--- config.mk ---
export PLATFORM = sky130hd
export DESIGN_NAME = band_peak_ratio_meter
export DESIGN_NICKNAME = d
export VERILOG_FILES = /design/src/rtl/brm_pkg.sv /design/src/rtl/brm_fifo.sv /design/src/rtl/brm_log.sv /design/src/rtl/brm_front.sv /design/src/rtl/brm_back.sv /design/src/rtl/band_peak_ratio_meter.sv
export VERILOG_INCLUDE_DIRS = /design/src /design/src/rtl
export SDC_FILE = /design/constraint.sdc
export NUM_CORES = 2
export LEC_CHECK = 0
export BUFFER_PORTS_ARGS = -buffer_cell sky130_fd_sc_hd__buf_2
export CAP_MARGIN = 20
export CORE_ASPECT_RATIO = 0.6
export CORE_UTILIZATION = 60
export CTS_BUF_LIST = sky130_fd_sc_hd__clkbuf_16
export DETAILED_ROUTE_END_ITERATION = 12
export GPL_ROUTABILITY_DRIVEN = 0
export PLACE_DENSITY = 0.76
export SYNTH_ARGS = -nofsm -noshare
export SYNTH_HDL_FRONTEND = slang
export SYNTH_HIERARCHICAL = 1
export SYNTH_SLANG_ARGS = --single-unit
export TNS_END_PERCENT = 50
--- constraint.sdc ---
create_clock -name clk -period 18 [get_ports clk]
set_input_delay 2.7 -clock clk [delete_from_list [all_inputs] [get_ports clk]]
set_output_delay 2.7 -clock clk [all_outputs]
set_load 0.01 [all_outputs]
--- src/rtl/band_peak_ratio_meter_macros.svh ---
// Assertion helpers shared by the meter's modules.
`ifndef BAND_PEAK_RATIO_METER_MACROS_SVH
`define BAND_PEAK_RATIO_METER_MACROS_SVH

// Same-cycle implication, checked out of reset.
`define BRM_ASSERT_IMPL(lbl, clk, rst_n, ante, cons, msg) \
  lbl: assert property (@(posedge clk) disable iff (!rst_n) (ante) |-> (cons)) \
    else $error(msg);

// Next-cycle implication, checked out of reset.
`define BRM_ASSERT_NEXT(lbl, clk, rst_n, ante, cons, msg) \
  lbl: assert property (@(posedge clk) disable iff (!rst_n) (ante) |=> (cons)) \
    else $error(msg);

`endif

--- src/rtl/brm_pkg.sv ---
`timescale 1ns / 1ps

package brm_pkg;

  // Default values for the top level parameters.
  localparam int MAX_BINS_DEF     = 1024;
  localparam int DB_FRAC_BITS_DEF = 8;

  // Field widths.
  localparam int MAG_W      = 32;
  localparam int BAND_W     = 11;
  localparam int ZC_W       = 11;
  localparam int RATIO_W    = 14;
  localparam int CFG_IDX_W  = 3;
  localparam int CFG_DATA_W = 14;

  // Configuration register indexes.
  localparam logic [CFG_IDX_W-1:0] CFG_LOW_BAND_END     = 3'd0;
  localparam logic [CFG_IDX_W-1:0] CFG_HIGH_BAND_END    = 3'd1;
  localparam logic [CFG_IDX_W-1:0] CFG_MAX_RATIO        = 3'd2;
  localparam logic [CFG_IDX_W-1:0] CFG_ZERO_CROSS_LIMIT = 3'd3;
  localparam logic [CFG_IDX_W-1:0] CFG_RISE_STEP        = 3'd4;
  localparam logic [CFG_IDX_W-1:0] CFG_FALL_STEP        = 3'd5;

  // Configuration reset values.
  localparam logic [BAND_W-1:0]  RST_LOW_BAND_END     = 11'd46;
  localparam logic [BAND_W-1:0]  RST_HIGH_BAND_END    = 11'd93;
  localparam logic [RATIO_W-1:0] RST_MAX_RATIO        = 14'd11520;
  localparam logic [ZC_W-1:0]    RST_ZERO_CROSS_LIMIT = 11'd40;
  localparam logic [RATIO_W-1:0] RST_RISE_STEP        = 14'd256;
  localparam logic [RATIO_W-1:0] RST_FALL_STEP        = 14'd768;

  // round(20*log10(2) * 2^16), the dB weight of one octave in Q16.
  localparam int             DB_K_W = 19;
  localparam logic [DB_K_W-1:0] DB_K = 19'd394566;

  // Frame queue between the bin front end and the dB back end.
  localparam int FQ_DEPTH = 4;
  localparam int FQ_AW    = 2;

  typedef struct packed {
    logic [BAND_W-1:0]  low_band_end;
    logic [BAND_W-1:0]  high_band_end;
    logic [RATIO_W-1:0] max_ratio;
    logic [ZC_W-1:0]    zero_cross_limit;
    logic [RATIO_W-1:0] rise_step;
    logic [RATIO_W-1:0] fall_step;
  } cfg_t;

  typedef struct packed {
    logic [MAG_W-1:0] low_peak;
    logic [MAG_W-1:0] high_peak;
    logic             unvoiced;
  } frame_t;

endpackage

--- src/rtl/brm_fifo.sv ---
`timescale 1ns / 1ps
`include "band_peak_ratio_meter_macros.svh"

module brm_fifo
  import brm_pkg::*;
(
  input  logic   clk,
  input  logic   rst_n,
  input  logic   push,
  input  frame_t din,
  output logic   full,
  input  logic   pop,
  output frame_t dout,
  output logic   empty
);

  frame_t             mem_r [FQ_DEPTH];
  frame_t             dout_r;
  logic [FQ_AW-1:0]   wr_ptr_r;
  logic [FQ_AW-1:0]   rd_ptr_r;
  logic [FQ_AW:0]     count_r;
  logic               do_push;
  logic               do_pop;

  assign full    = (count_r == (FQ_AW+1)'(FQ_DEPTH));
  assign empty   = (count_r == '0);
  assign do_push = push && !full;
  assign do_pop  = pop && !empty;
  assign dout    = dout_r;

  // Pointer and occupancy tracking.
  always_ff @(posedge clk) begin
    if (!rst_n) begin
      wr_ptr_r <= '0;
      rd_ptr_r <= '0;
      count_r  <= '0;
    end else begin
      if (do_push) begin
        wr_ptr_r <= wr_ptr_r + 1'b1;
      end
      if (do_pop) begin
        rd_ptr_r <= rd_ptr_r + 1'b1;
      end
      if (do_push && !do_pop) begin
        count_r <= count_r + 1'b1;
      end else if (do_pop && !do_push) begin
        count_r <= count_r - 1'b1;
      end
    end
  end

  // Frame storage; a popped entry appears on dout the cycle after its pop.
  always_ff @(posedge clk) begin
    if (do_push) begin
      mem_r[wr_ptr_r] <= din;
    end
    if (do_pop) begin
      dout_r <= mem_r[rd_ptr_r];
    end
  end

  `BRM_ASSERT_IMPL(a_fq_count_bound, clk, rst_n, 1'b1, count_r <= (FQ_AW+1)'(FQ_DEPTH), "frame queue overfilled")

endmodule

--- src/rtl/brm_log.sv ---
`timescale 1ns / 1ps
`include "band_peak_ratio_meter_macros.svh"

// Converts a Q16.16 magnitude to dB: leading-one search in five halving
// steps, sixteen squaring steps for the log2 fraction, then one scaling
// multiply and a rounding step.
module brm_log
  import brm_pkg::*;
#(
  parameter int DB_FRAC_BITS = DB_FRAC_BITS_DEF,
  parameter int DBW          = DB_FRAC_BITS + 11
) (
  input  logic                  clk,
  input  logic                  rst_n,
  input  logic                  start,
  input  logic [MAG_W-1:0]      mag,
  output logic                  done,
  output logic signed [DBW-1:0] db
);

  localparam logic [2:0] L_IDLE = 3'd0;
  localparam logic [2:0] L_NORM = 3'd1;
  localparam logic [2:0] L_SQR  = 3'd2;
  localparam logic [2:0] L_MUL  = 3'd3;
  localparam logic [2:0] L_RAW  = 3'd4;

  localparam int         PROD_W   = 21 + DB_K_W;
  localparam int         SHR      = 32 - DB_FRAC_BITS;
  localparam logic [PROD_W-1:0] HALF  = PROD_W'(1) << (SHR - 1);
  localparam logic [PROD_W-1:0] RAW16 =
    ((PROD_W'(16) << 16) * PROD_W'(DB_K) + HALF) >> SHR;
  localparam logic signed [DBW-1:0] DB_FLOOR = DBW'(-(100 << DB_FRAC_BITS));

  logic [2:0]            state_r;
  logic [3:0]            cnt_r;
  logic                  done_r;
  logic [MAG_W-1:0]      y_r;
  logic [4:0]            e_r;
  logic [15:0]           frac_r;
  logic                  zero_r;
  logic [PROD_W-1:0]     prod_r;
  logic signed [DBW-1:0] db_r;

  logic [4:0]            sh;
  logic                  top_zero;
  logic [63:0]           sq;
  logic [32:0]           sq_sh;
  logic [PROD_W-1:0]     raw;
  logic signed [DBW-1:0] db_nxt;

  // Halving search: the step width goes 16, 8, 4, 2, 1.
  assign sh       = 5'd16 >> cnt_r[2:0];
  assign top_zero = ((y_r >> (6'd32 - {1'b0, sh})) == '0);

  // One squaring step of the fractional log2.
  assign sq    = y_r * y_r;
  assign sq_sh = sq[63:31];

  // Round and rebase to a gain of one.
  assign raw    = (prod_r + HALF) >> SHR;
  assign db_nxt = $signed(raw[DBW-1:0]) - $signed(RAW16[DBW-1:0]);

  assign done = done_r;
  assign db   = db_r;

  // Sequencer.
  always_ff @(posedge clk) begin
    if (!rst_n) begin
      state_r <= L_IDLE;
      cnt_r   <= '0;
      done_r  <= 1'b0;
    end else begin
      done_r <= 1'b0;
      case (state_r)
        L_IDLE: begin
          if (start) begin
            cnt_r   <= '0;
            state_r <= L_NORM;
          end
        end
        L_NORM: begin
          if (cnt_r == 4'd4) begin
            cnt_r   <= '0;
            state_r <= L_SQR;
          end else begin
            cnt_r <= cnt_r + 1'b1;
          end
        end
        L_SQR: begin
          cnt_r <= cnt_r + 1'b1;
          if (cnt_r == 4'd15) begin
            state_r <= L_MUL;
          end
        end
        L_MUL: begin
          state_r <= L_RAW;
        end
        L_RAW: begin
          done_r  <= 1'b1;
          state_r <= L_IDLE;
        end
        default: begin
          state_r <= L_IDLE;
        end
      endcase
    end
  end

  // Datapath.
  always_ff @(posedge clk) begin
    case (state_r)
      L_IDLE: begin
        if (start) begin
          y_r    <= mag;
          e_r    <= 5'd31;
          frac_r <= '0;
          zero_r <= (mag == '0);
        end
      end
      L_NORM: begin
        if (top_zero) begin
          y_r <= y_r << sh;
          e_r <= e_r - sh;
        end
      end
      L_SQR: begin
        frac_r <= {frac_r[14:0], sq_sh[32]};
        y_r    <= sq_sh[32] ? sq_sh[32:1] : sq_sh[31:0];
      end
      L_MUL: begin
        prod_r <= {e_r, frac_r} * DB_K;
      end
      L_RAW: begin
        db_r <= zero_r ? DB_FLOOR : db_nxt;
      end
      default: begin
      end
    endcase
  end

  `BRM_ASSERT_IMPL(a_log_start_idle, clk, rst_n, start, state_r == L_IDLE, "log start while busy")
  `BRM_ASSERT_NEXT(a_log_raw_done, clk, rst_n, state_r == L_RAW, done_r && state_r == L_IDLE, "log result not flagged")

endmodule

--- src/rtl/brm_front.sv ---
`timescale 1ns / 1ps

// Bin front end: tracks the two band peaks one bin per cycle while the queue
// is not full, and hands a frame record to the queue on the last bin.
module brm_front
  import brm_pkg::*;
#(
  parameter int MAX_BINS = MAX_BINS_DEF
) (
  input  logic             clk,
  input  logic             rst_n,
  input  cfg_t             cfg,
  input  logic             push,
  input  logic             fifo_full,
  input  logic [MAG_W-1:0] bin_magnitude,
  input  logic             last_bin,
  input  logic [ZC_W-1:0]  zero_crossings,
  input  logic             weak_correlation,
  output logic             fifo_push,
  output frame_t           frame
);

  localparam int CNTW = $clog2(MAX_BINS + 1);
  localparam int CMPW = (CNTW > BAND_W) ? CNTW : BAND_W;

  logic [CNTW-1:0]  bin_count_r;
  logic [MAG_W-1:0] low_peak_r;
  logic [MAG_W-1:0] high_peak_r;

  logic             accept;
  logic             in_range;
  logic             in_low;
  logic             in_high;
  logic [MAG_W-1:0] low_peak_nxt;
  logic [MAG_W-1:0] high_peak_nxt;

  assign accept   = push && !fifo_full;
  assign in_range = (bin_count_r < CNTW'(MAX_BINS));
  assign in_low   = in_range && (CMPW'(bin_count_r) < CMPW'(cfg.low_band_end));
  assign in_high  = in_range && !in_low &&
                    (CMPW'(bin_count_r) < CMPW'(cfg.high_band_end));

  // Peak update for the current bin.
  assign low_peak_nxt  = (in_low && bin_magnitude > low_peak_r) ? bin_magnitude
                                                                  : low_peak_r;
  assign high_peak_nxt = (in_high && bin_magnitude > high_peak_r) ? bin_magnitude
                                                                    : high_peak_r;

  // Frame record, including the last bin itself.
  assign fifo_push       = accept && last_bin;
  assign frame.low_peak  = low_peak_nxt;
  assign frame.high_peak = high_peak_nxt;
  assign frame.unvoiced  = ((zero_crossings >= cfg.zero_cross_limit) &&
                            (zero_crossings != '0)) || weak_correlation;

  // Bin counter and running peaks, cleared at each frame end.
  always_ff @(posedge clk) begin
    if (!rst_n) begin
      bin_count_r <= '0;
      low_peak_r  <= '0;
      high_peak_r <= '0;
    end else if (accept) begin
      if (last_bin) begin
        bin_count_r <= '0;
        low_peak_r  <= '0;
        high_peak_r <= '0;
      end else begin
        low_peak_r  <= low_peak_nxt;
        high_peak_r <= high_peak_nxt;
        if (in_range) begin
          bin_count_r <= bin_count_r + 1'b1;
        end
      end
    end
  end

endmodule

--- src/rtl/brm_back.sv ---
`timescale 1ns / 1ps
`include "band_peak_ratio_meter_macros.svh"

// Frame back end: reads one frame from the queue, converts both peaks with
// one shared dB unit, then clamps, applies the unvoiced override and
// slew-limits against the last frame.
module brm_back
  import brm_pkg::*;
#(
  parameter int DB_FRAC_BITS = DB_FRAC_BITS_DEF
) (
  input  logic               clk,
  input  logic               rst_n,
  input  cfg_t               cfg,
  input  logic               fifo_empty,
  input  frame_t             fifo_head,
  output logic               fifo_pop,
  output logic               out_empty,
  input  logic               out_pop,
  output logic [RATIO_W-1:0] out_ratio_db,
  output logic               out_unvoiced
);

  localparam int DBW = DB_FRAC_BITS + 11;

  localparam logic [2:0] B_IDLE  = 3'd0;
  localparam logic [2:0] B_LOW   = 3'd1;
  localparam logic [2:0] B_HIGH  = 3'd2;
  localparam logic [2:0] B_CLAMP = 3'd3;
  localparam logic [2:0] B_SLEW  = 3'd4;
  localparam logic [2:0] B_LOAD  = 3'd5;

  logic [2:0]            state_r;
  frame_t                frame_r;
  logic signed [DBW-1:0] db_low_r;
  logic signed [DBW-1:0] diff_r;
  logic [RATIO_W-1:0]    ratio_r;
  logic [RATIO_W-1:0]    prev_ratio_r;
  logic                  out_valid_r;
  logic [RATIO_W-1:0]    out_ratio_r;
  logic                  out_unv_r;

  logic                  log_start;
  logic [MAG_W-1:0]      log_mag;
  logic                  log_done;
  logic signed [DBW-1:0] log_db;

  logic signed [DBW-1:0] max_ext;
  logic [RATIO_W-1:0]    clamped;
  logic [RATIO_W-1:0]    ratio_nxt;
  logic [RATIO_W:0]      up_lim;
  logic [RATIO_W-1:0]    r_rise;
  logic [RATIO_W:0]      dn_sum;
  logic [RATIO_W-1:0]    r_slew;
  logic                  out_free;
  logic                  out_load;

  // Queue read, then the shared dB unit: low peak first, then high peak.
  assign fifo_pop  = (state_r == B_IDLE) && !fifo_empty;
  assign log_start = (state_r == B_LOAD) || ((state_r == B_LOW) && log_done);
  assign log_mag   = (state_r == B_LOAD) ? fifo_head.low_peak : frame_r.high_peak;

  brm_log #(
    .DB_FRAC_BITS (DB_FRAC_BITS),
    .DBW          (DBW)
  ) u_log (
    .clk   (clk),
    .rst_n (rst_n),
    .start (log_start),
    .mag   (log_mag),
    .done  (log_done),
    .db    (log_db)
  );

  // Clamp to 0..max_ratio and apply the unvoiced override.
  assign max_ext = $signed({{(DBW-RATIO_W){1'b0}}, cfg.max_ratio});
  assign clamped = (diff_r < 0)       ? '0 :
                   (diff_r > max_ext) ? cfg.max_ratio : diff_r[RATIO_W-1:0];
  assign ratio_nxt = frame_r.unvoiced ? cfg.max_ratio : clamped;

  // Slew limit against the previous frame.
  assign up_lim = {1'b0, prev_ratio_r} + {1'b0, cfg.rise_step};
  assign r_rise = (up_lim < {1'b0, ratio_r}) ? up_lim[RATIO_W-1:0] : ratio_r;
  assign dn_sum = {1'b0, r_rise} + {1'b0, cfg.fall_step};
  assign r_slew = ({1'b0, prev_ratio_r} > dn_sum) ? (prev_ratio_r - cfg.fall_step)
                                                  : r_rise;

  // Output register transfer.
  assign out_free     = !out_valid_r || out_pop;
  assign out_load     = (state_r == B_SLEW) && out_free;
  assign out_empty    = !out_valid_r;
  assign out_ratio_db = out_ratio_r;
  assign out_unvoiced = out_unv_r;

  // Sequencer and control state.
  always_ff @(posedge clk) begin
    if (!rst_n) begin
      state_r      <= B_IDLE;
      prev_ratio_r <= '0;
      out_valid_r  <= 1'b0;
    end else begin
      if (out_load) begin
        out_valid_r <= 1'b1;
      end else if (out_pop) begin
        out_valid_r <= 1'b0;
      end
      case (state_r)
        B_IDLE: begin
          if (!fifo_empty) begin
            state_r <= B_LOAD;
          end
        end
        B_LOAD: begin
          state_r <= B_LOW;
        end
        B_LOW: begin
          if (log_done) begin
            state_r <= B_HIGH;
          end
        end
        B_HIGH: begin
          if (log_done) begin
            state_r <= B_CLAMP;
          end
        end
        B_CLAMP: begin
          state_r <= B_SLEW;
        end
        B_SLEW: begin
          if (out_free) begin
            prev_ratio_r <= r_slew;
            state_r      <= B_IDLE;
          end
        end
        default: begin
          state_r <= B_IDLE;
        end
      endcase
    end
  end

  // Datapath registers.
  always_ff @(posedge clk) begin
    if (state_r == B_LOAD) begin
      frame_r <= fifo_head;
    end
    if ((state_r == B_LOW) && log_done) begin
      db_low_r <= log_db;
    end
    if ((state_r == B_HIGH) && log_done) begin
      diff_r <= db_low_r - log_db;
    end
    if (state_r == B_CLAMP) begin
      ratio_r <= ratio_nxt;
    end
    if (out_load) begin
      out_ratio_r <= r_slew;
      out_unv_r   <= frame_r.unvoiced;
    end
  end

  `BRM_ASSERT_IMPL(a_back_done_waiting, clk, rst_n, log_done, state_r == B_LOW || state_r == B_HIGH, "dB result outside a wait state")

endmodule

--- src/rtl/band_peak_ratio_meter.sv ---
`timescale 1ns / 1ps
// Result path: after its last bin transfers, a frame passes a queue read, two
// dB conversions on one shared log2 unit, clamp and slew.
// Throughput: one bin per cycle while in_full is low; frames are converted one
// at a time by the log2 unit; a four-frame queue absorbs short-frame bursts.
// Reset: synchronous, active low; restores register defaults and clears the
// bin counter, peaks, previous ratio and queues. No clearing pass.
module band_peak_ratio_meter
  import brm_pkg::*;
#(
  parameter int MAX_BINS     = MAX_BINS_DEF,
  parameter int DB_FRAC_BITS = DB_FRAC_BITS_DEF
) (
  input  logic                  clk,
  input  logic                  rst_n,
  input  logic                  in_push,
  output logic                  in_full,
  input  logic [MAG_W-1:0]      in_bin_magnitude,
  input  logic                  in_last_bin,
  input  logic [ZC_W-1:0]       in_zero_crossings,
  input  logic                  in_weak_correlation,
  output logic                  out_empty,
  input  logic                  out_pop,
  output logic [RATIO_W-1:0]    out_ratio_db,
  output logic                  out_unvoiced,
  input  logic                  cfg_valid,
  output logic                  cfg_ready,
  input  logic [CFG_IDX_W-1:0]  cfg_index,
  input  logic [CFG_DATA_W-1:0] cfg_data
);

  cfg_t   cfg_r;
  logic   fq_push;
  logic   fq_full;
  logic   fq_pop;
  logic   fq_empty;
  frame_t fq_din;
  frame_t fq_dout;

  assign cfg_ready = 1'b1;
  assign in_full   = fq_full;

  // Configuration registers; unknown indexes are dropped.
  always_ff @(posedge clk) begin
    if (!rst_n) begin
      cfg_r.low_band_end     <= RST_LOW_BAND_END;
      cfg_r.high_band_end    <= RST_HIGH_BAND_END;
      cfg_r.max_ratio        <= RST_MAX_RATIO;
      cfg_r.zero_cross_limit <= RST_ZERO_CROSS_LIMIT;
      cfg_r.rise_step        <= RST_RISE_STEP;
      cfg_r.fall_step        <= RST_FALL_STEP;
    end else if (cfg_valid && cfg_ready) begin
      case (cfg_index)
        CFG_LOW_BAND_END:     cfg_r.low_band_end     <= cfg_data[BAND_W-1:0];
        CFG_HIGH_BAND_END:    cfg_r.high_band_end    <= cfg_data[BAND_W-1:0];
        CFG_MAX_RATIO:        cfg_r.max_ratio        <= cfg_data[RATIO_W-1:0];
        CFG_ZERO_CROSS_LIMIT: cfg_r.zero_cross_limit <= cfg_data[ZC_W-1:0];
        CFG_RISE_STEP:        cfg_r.rise_step        <= cfg_data[RATIO_W-1:0];
        CFG_FALL_STEP:        cfg_r.fall_step        <= cfg_data[RATIO_W-1:0];
        default: begin
        end
      endcase
    end
  end

  // Bin front end.
  brm_front #(
    .MAX_BINS (MAX_BINS)
  ) u_front (
    .clk              (clk),
    .rst_n            (rst_n),
    .cfg              (cfg_r),
    .push             (in_push),
    .fifo_full        (fq_full),
    .bin_magnitude    (in_bin_magnitude),
    .last_bin         (in_last_bin),
    .zero_crossings   (in_zero_crossings),
    .weak_correlation (in_weak_correlation),
    .fifo_push        (fq_push),
    .frame            (fq_din)
  );

  // Frame queue.
  brm_fifo u_fifo (
    .clk   (clk),
    .rst_n (rst_n),
    .push  (fq_push),
    .din   (fq_din),
    .full  (fq_full),
    .pop   (fq_pop),
    .dout  (fq_dout),
    .empty (fq_empty)
  );

  // dB back end with the output register.
  brm_back #(
    .DB_FRAC_BITS (DB_FRAC_BITS)
  ) u_back (
    .clk          (clk),
    .rst_n        (rst_n),
    .cfg          (cfg_r),
    .fifo_empty   (fq_empty),
    .fifo_head    (fq_dout),
    .fifo_pop     (fq_pop),
    .out_empty    (out_empty),
    .out_pop      (out_pop),
    .out_ratio_db (out_ratio_db),
    .out_unvoiced (out_unvoiced)
  );

endmodule
After elaboration in Yosys (flattened, before gate mapping)
Memories as Yosys holds them, arrays and structs flattened. A register that Yosys moved wholly into a read port is not among the register bits.
Index checks and enable logic that the tools add are counted.
- flip-flop bits (word level): 395
- memory bits (writable): 260
- bits of input ports: 67
- output and inout port bits: 18
- word-level logic and storage cells: 179
- memories kept: 1
- add/sub/neg operators: 14
- multipliers: 2
- order comparisons: 10
- eq/ne operators: 25
- shifts and indexed selects: 3
- mux-type cells: 40
- reduce and logical (&&, ||, !) cells: 53
- memories (memory ; depth ; width ; rd ports ; clocked after memory_dff ; wr ports ; RTL line ; text):
    u_fifo.mem_r ; 4 ; 65 ; 1 ; 1 ; 1 ; brm_fifo.sv:17 ; frame_t mem_r [FQ_DEPTH];
- operators with widths (kind ; number):
    $mux W32 ; 8
    $pmux W32 S3 ; 1
    $mux W14 ; 5
    $gt A32 B32 Y1 ; 2
    $logic_not A32 Y1 ; 2
    $mul A32 B32 Y64 ; 1
    $add A40 B24 Y40 const B ; 1
    $mul A21 B18 Y39 const B ; 1
    $pmux W16 S2 ; 1
    $shl A32 B5 Y32 ; 1
    $shr A32 B6 Y32 ; 1
    $add A14 B14 Y15 ; 2
    $mux W3 ; 9
    $lt A11 B11 Y1 ; 2
    $mux W11 ; 2
    $reduce_and A2 Y1 ; 11
    $gt A19 B15 Y1 ; 1
    $lt A19 B1 Y1 const B ; 1
    $sub A19 B19 Y19 ; 1
    $eq A3 B2 Y1 const B ; 6
    $eq A3 B3 Y1 const B ; 6
    $pmux W3 S6 ; 1
    $sub A16 B15 Y17 const B ; 1
    $logic_and A1 B1 Y1 ; 16
    other kinds (33) ; 64

Longest topological paths before layout
- word-level depth: 9
- gate-level depth with buffers: 38
- depth with buffers taken out: 36

Cells and area by module
Netlist, hierarchy kept.
- by module, submodules not included (module ; instances ; cells an instance ; area an instance (um2) ; seq. area each (um2)):
    brm_log ; 1 ; 4446 ; 41379.7 ; 2802.7
    brm_fifo ; 1 ; 450 ; 11813.8 ; 9899.5
    brm_back ; 1 ; 823 ; 8552.0 ; 3363.2
    brm_front ; 1 ; 670 ; 6012.0 ; 1501.4
    band_peak_ratio_meter ; 1 ; 278 ; 2876.5 ; 1501.4

Least setup slack after synthesis
OpenSTA, ideal clock, no wires.
- path type: flip-flop to flip-flop
- start: reg u_back.u_log.y_r[5]
- end: reg u_back.u_log.y_r[30] (data pin)
- setup time: 0.262 ns
- arrival time: 7.582 ns
- required time: 17.738 ns
- setup slack: 10.156 ns
- stages on the path, launching flop included: 30
- buffers on the path: 4
- period minus slack after synthesis: 7.844 ns
- path through: edfxtp_1 clkbuf_1 clkbuf_1 clkbuf_1 nand2_1 fa_1 inv_1 fa_1 fa_1 inv_1 fa_1 inv_1 fa_1 fa_1 fa_1 inv_1 fa_1 inv_1 ha_1 buf_2 a21o_1 o21bai_1 a211oi_2 o21a_1 o21a_2 a21oi_1 o21a_1 o41a_1 xnor2_1 o21ai_1
- word-level cells in the longest chain between the ends: 3
- elaborated cells on any way between the ends: 5
- those cells by class: mul (1); shift (1); mux (3)
- RTL lines (item ; RTL line ; text):
    start, declared ; brm_log.sv:37 ; logic [MAG_W-1:0] y_r;
    start signal, assigned ; brm_log.sv:114 ; y_r <= mag;
    start signal, assigned ; brm_log.sv:122 ; y_r <= y_r << sh;
    start signal, assigned ; brm_log.sv:128 ; y_r <= sq_sh[32] ? sq_sh[32:1] : sq_sh[31:0];
    $mul A32 B32 Y64 / $shl A32 B5 Y32 (equally long branches) ; brm_log.sv:56, brm_log.sv:122 ;
    $mux W32, on equally long branches ; brm_log.sv:128, brm_log.sv:121 ;
    $pmux W32 S3 * ; brm_log.sv:111 ; case (state_r)
Mark *: on every way between the ends. The rest lies on a longest branch, timed or not. The select of a mux whose other input is x is not followed.
A chain may end at the register's enable or synchronous reset.

Worst setup path in the final report
- start: reg u_back.u_log.y_r[14]
- end: reg u_back.u_log.y_r[22] (data pin)
Same word-level chain as after synthesis.

==> out/metrics.json <==
{
  "outcome": "finished clean",
  "syn_inst": 6667,
  "grt_overflow": 0,
  "finClkSkew_ps": 49.4,
  "setup_viol": 0,
  "overall_routed_net_length_mm": 178,
  "worstPathMaxFanout": 23,
  "clock_tree_from_tritoncts": "done",
  "layout.cell_area.non_filler_um2": 74300,
  "setup_total_negative_slack_ps": 0,
  "layout.nets": 8249,
  "synth_area_leader_cell": "fa_1",
  "detailedPlacementHpwl_mm": 138,
  "finalHoldViolations": 0,
  "filler_cell_count": 9087,
  "clk_pin_slew_ps": 80,
  "coreArea_um2": 117000,
  "synth_top_cell_area_share": 0.246,
  "drt_pass_1_iters": 7,
  "yosys.cell_count.top_type": "inv_1",
  "max_freq_mhz": 101,
  "layout.core_utilization": 0.636,
  "fp.dieH_um": 268,
  "crit_path_max_incr_delay_ps": 940,
  "rr_worst_depth": 23,
  "initial_core_util": 0.605,
  "drc": 0,
  "htreeDepth": 2,
  "cts-root-to-sink-buffers": 3,
  "count_of_buffers_added_by_post_cts_timing_repair_for_setup": 0,
  "timing.final.max_slew_violations": 0,
  "postSynthRegisterBits": 696,
  "r2r_start": "u_back/u_log/y_r[14]$_DFFE_PP_",
  "global_route.usage.total": 0.305,
  "flow.area_growth_from_synthesis_pct": 5.21,
  "yosysSeqAreaShare": 0.270,
  "synthesis.nets": 8292,
  "timing.setup.critical_path_class": "register to register",
  "rsz_0062_raised_after_global_routing": "no",
  "synth_area_um2": 70600,
  "grt_pass1_wl_mm": 283,
  "port-buffer-count": 83,
  "initial_antenna_violation_count": 4,
  "whs_path_depth": 0,
  "routed_wire_length_per_instance_um": 21.6,
  "drtAntennaViolNets": 0,
  "grt_pass1_vias": 49735,
  "post_synth_num_cell_types": 121,
  "numClockSinks": 696,
  "synth.top_cells.by_area": "fa_1 25%, edfxtp_1 22%, ha_1 12%",
  "synth.cells.most_frequent": "1361 x inv_1, 868 x fa_1, 690 x ha_1",
  "post_dr_vias_cell": 5.92,
  "worstSkewPairLatency_ps": 680,
  "yosysWarningCount": 6,
  "critical-path-top-cell-by-count": "fa_1",
  "worst_hold_path.endpoint": "u_back/frame_r[20]$_DFFE_PP_",
  "grt_max_degree": 76,
  "maxSlewHeadroom": 0.0821,
  "core.rowCount": 97,
  "num_io_pins": 85,
  "floorplan.die.width_um": 445,
  "critical_path_arrival_ps": 10280,
  "worst_hold_startpoint": "u_fifo/dout[20]$_DFFE_PP_",
  "critPathCaptureType": "register",
  "worst_path_max_delay_cell": "nor4b_1",
  "period_minus_slack_ps": 9870,
  "timing_worst_slew_pin_value_ps": 1360,
  "avgSynthCellArea_um2": 10.6,
  "layout_worst_path_cycle_share": 0.548,
  "post_cts_hold_buffer_count": 0,
  "cp_cell_instances": "buf_4, nand2_1, fa_1, inv_1, fa_1, inv_1, fa_1, fa_1, inv_1, fa_1, fa_1, fa_1, fa_1, ha_1, nand4_1, nor3_1, nor4b_1, o2111ai_1, a21oi_2, o22ai_1, xnor2_1, a222oi_1, o21ai_1",
  "critPathLaunchType": "register",
  "yosys_most_used_dff": "edfxtp_1",
  "num_vias": 48871,
  "synth-async-reset-ratio": 0,
  "placedInstanceArea_um2": 72400,
  "timing.hold.worst.class": "register to register",
  "cts_made_buffers": 59,
  "maxCapViolCount": 0,
  "critPathRequiredTime_ps": 18420,
  "ctsResizeCount": 0,
  "drtIter0Drc": 4870,
  "end_of_the_worst_register_to_register_path": "u_back/u_log/y_r[22]$_DFFE_PP_",
  "die_area_um2": 119000,
  "regToRegSetupSlack_ps": 8130,
  "layout-drive-gt1-share": 0.0827,
  "clockRootBuffer": "clkbuf_16",
  "synth-edff-count": 513
}
## sequential cells by signal, summed over array words and instances, names as in the netlist, 2 cells and up
signal,cells
u_back/u_log/db,17
u_front/low_peak_r,32
cfg_r,75
u_back/u_log/prod_r,17
u_fifo/mem_r,260
u_fifo/rd_ptr_r,2
u_back/db_low_r,19
u_back/u_log/frac_r,16
u_back/ratio_r,14
u_fifo/count_r,3
u_back/state_r,3
u_fifo/dout,65
u_back/u_log/e_r,5
u_back/u_log/cnt_r,4
u_back/prev_ratio_r,14
u_back/u_log/y_r,32
u_back/diff_r,19
u_front/high_peak_r,32
u_front/bin_count_r,11
u_fifo/wr_ptr_r,2
u_back/out_ratio_db,14
u_back/frame_r,33
u_back/u_log/state_r,3
## critical path: cells and delay by family (launching register included)
family                     cells  cell delay [ps]
adders and majority gates      9             4340
xor gates and xnor gates       1              160
and+or+nand+nor                4             2320
buffers and inverters          4              680
AOI/OAI and AO/OA              5             1200
DFF                            1              890
## metrics by stage
| step | worst slack, ps | instances | hold WS, ps |
|---|---|---|---|
| floorplan | 10160 | 6667 | 400 |
| global placement | 8860 | 8145 | 401 |
| detailed placement | 8640 | 8147 | 405 |
| CTS | 8630 | 8257 | 408 |
| global route | 8070 | 8257 | 425 |
| finish | 8130 | 8259 | 401 |
## layout make-up
type | instances | area, um^2 | share of cell area
Sequential cell | 696 | 19100 | 0.257
Clock buffer | 59 | 1480 | 0.0199
Tap cell | 1584 | 1980 | 0.0267
Multi-Input combinational cell | 4342 | 45300 | 0.609
Timing Repair Buffer | 157 | 991 | 0.0133
Clock inverter | 51 | 390 | 0.00525
Antenna cell | 2 | 5.00 | 0.0000673
Inverter | 1368 | 5130 | 0.0691
## how the worst max path moves through the flow
stage / startpoint / to / cells after the start
2_1_floorplan: u_back/u_log/y_r[5]$_DFFE_PP_ / u_back/u_log/y_r[30]$_DFFE_PP_ / 29
3_3_place_gp: u_back/u_log/y_r[14]$_DFFE_PP_ / u_back/u_log/y_r[22]$_DFFE_PP_ / 26
3_5_place_dp: u_back/u_log/y_r[14]$_DFFE_PP_ / u_back/u_log/y_r[22]$_DFFE_PP_ / 26
4_1_cts: u_back/u_log/y_r[14]$_DFFE_PP_ / u_back/u_log/y_r[22]$_DFFE_PP_ / 26
5_1_grt: u_back/u_log/y_r[18]$_DFFE_PP_ / u_back/u_log/y_r[22]$_DFFE_PP_ / 28
6_report: u_back/u_log/y_r[14]$_DFFE_PP_ / u_back/u_log/y_r[22]$_DFFE_PP_ / 23
## routing by layer
layer | track usage | vias up | share of wire
met5 | 0.00635 | - | 0.00065
met4 | 0.0434 | 4 | 0.015
met3 | 0.0823 | 228 | 0.12
met2 | 0.438 | 2432 | 0.41
met1 | 0.472 | 24357 | 0.45
li1 | - | 21850 | -
## logic make-up (layout without fill, tap and decap cells)
family	count (synthesis)	in the layout	share of synthesized area
mux	375	375	0.0678
simple gates	1415	1415	0.0993
flops	696	696	0.270
compound gates	812	812	0.0817
buf+inv	1629	1635	0.0905
other cells	1	3	0.0000531
xor+xnor	181	181	0.0224
fa+ha+maj	1558	1558	0.368
## cells in the final DEF, fill, tap and decap left out, types with 32 or more instances in the layout
| master | count |
|---|---|
| xnor2_1 | 110 |
| mux2i_1 | 193 |
| a21oi_1 | 202 |
| nor2_1 | 222 |
| dfxtp_1 | 181 |
| mux4_2 | 71 |
| and2_1 | 243 |
| nand2_1 | 545 |
| inv_1 | 1372 |
| nand3_1 | 57 |
| o21ai_0 | 111 |
| edfxtp_1 | 513 |
| nor2b_1 | 71 |
| nand2b_1 | 42 |
| buf_4 | 73 |
| clkbuf_16 | 59 |
| xor2_1 | 71 |
| ha_1 | 690 |
| a22o_1 | 34 |
| mux2_2 | 101 |
| o21ai_1 | 32 |
| nand4_1 | 41 |
| buf_2 | 83 |
| fa_1 | 868 |
| nor3_1 | 54 |
| a21o_1 | 75 |
Power is left out: the tool's default activity adds up to more than one toggle a clock period on the data nets, which glitch-free logic cannot reach.
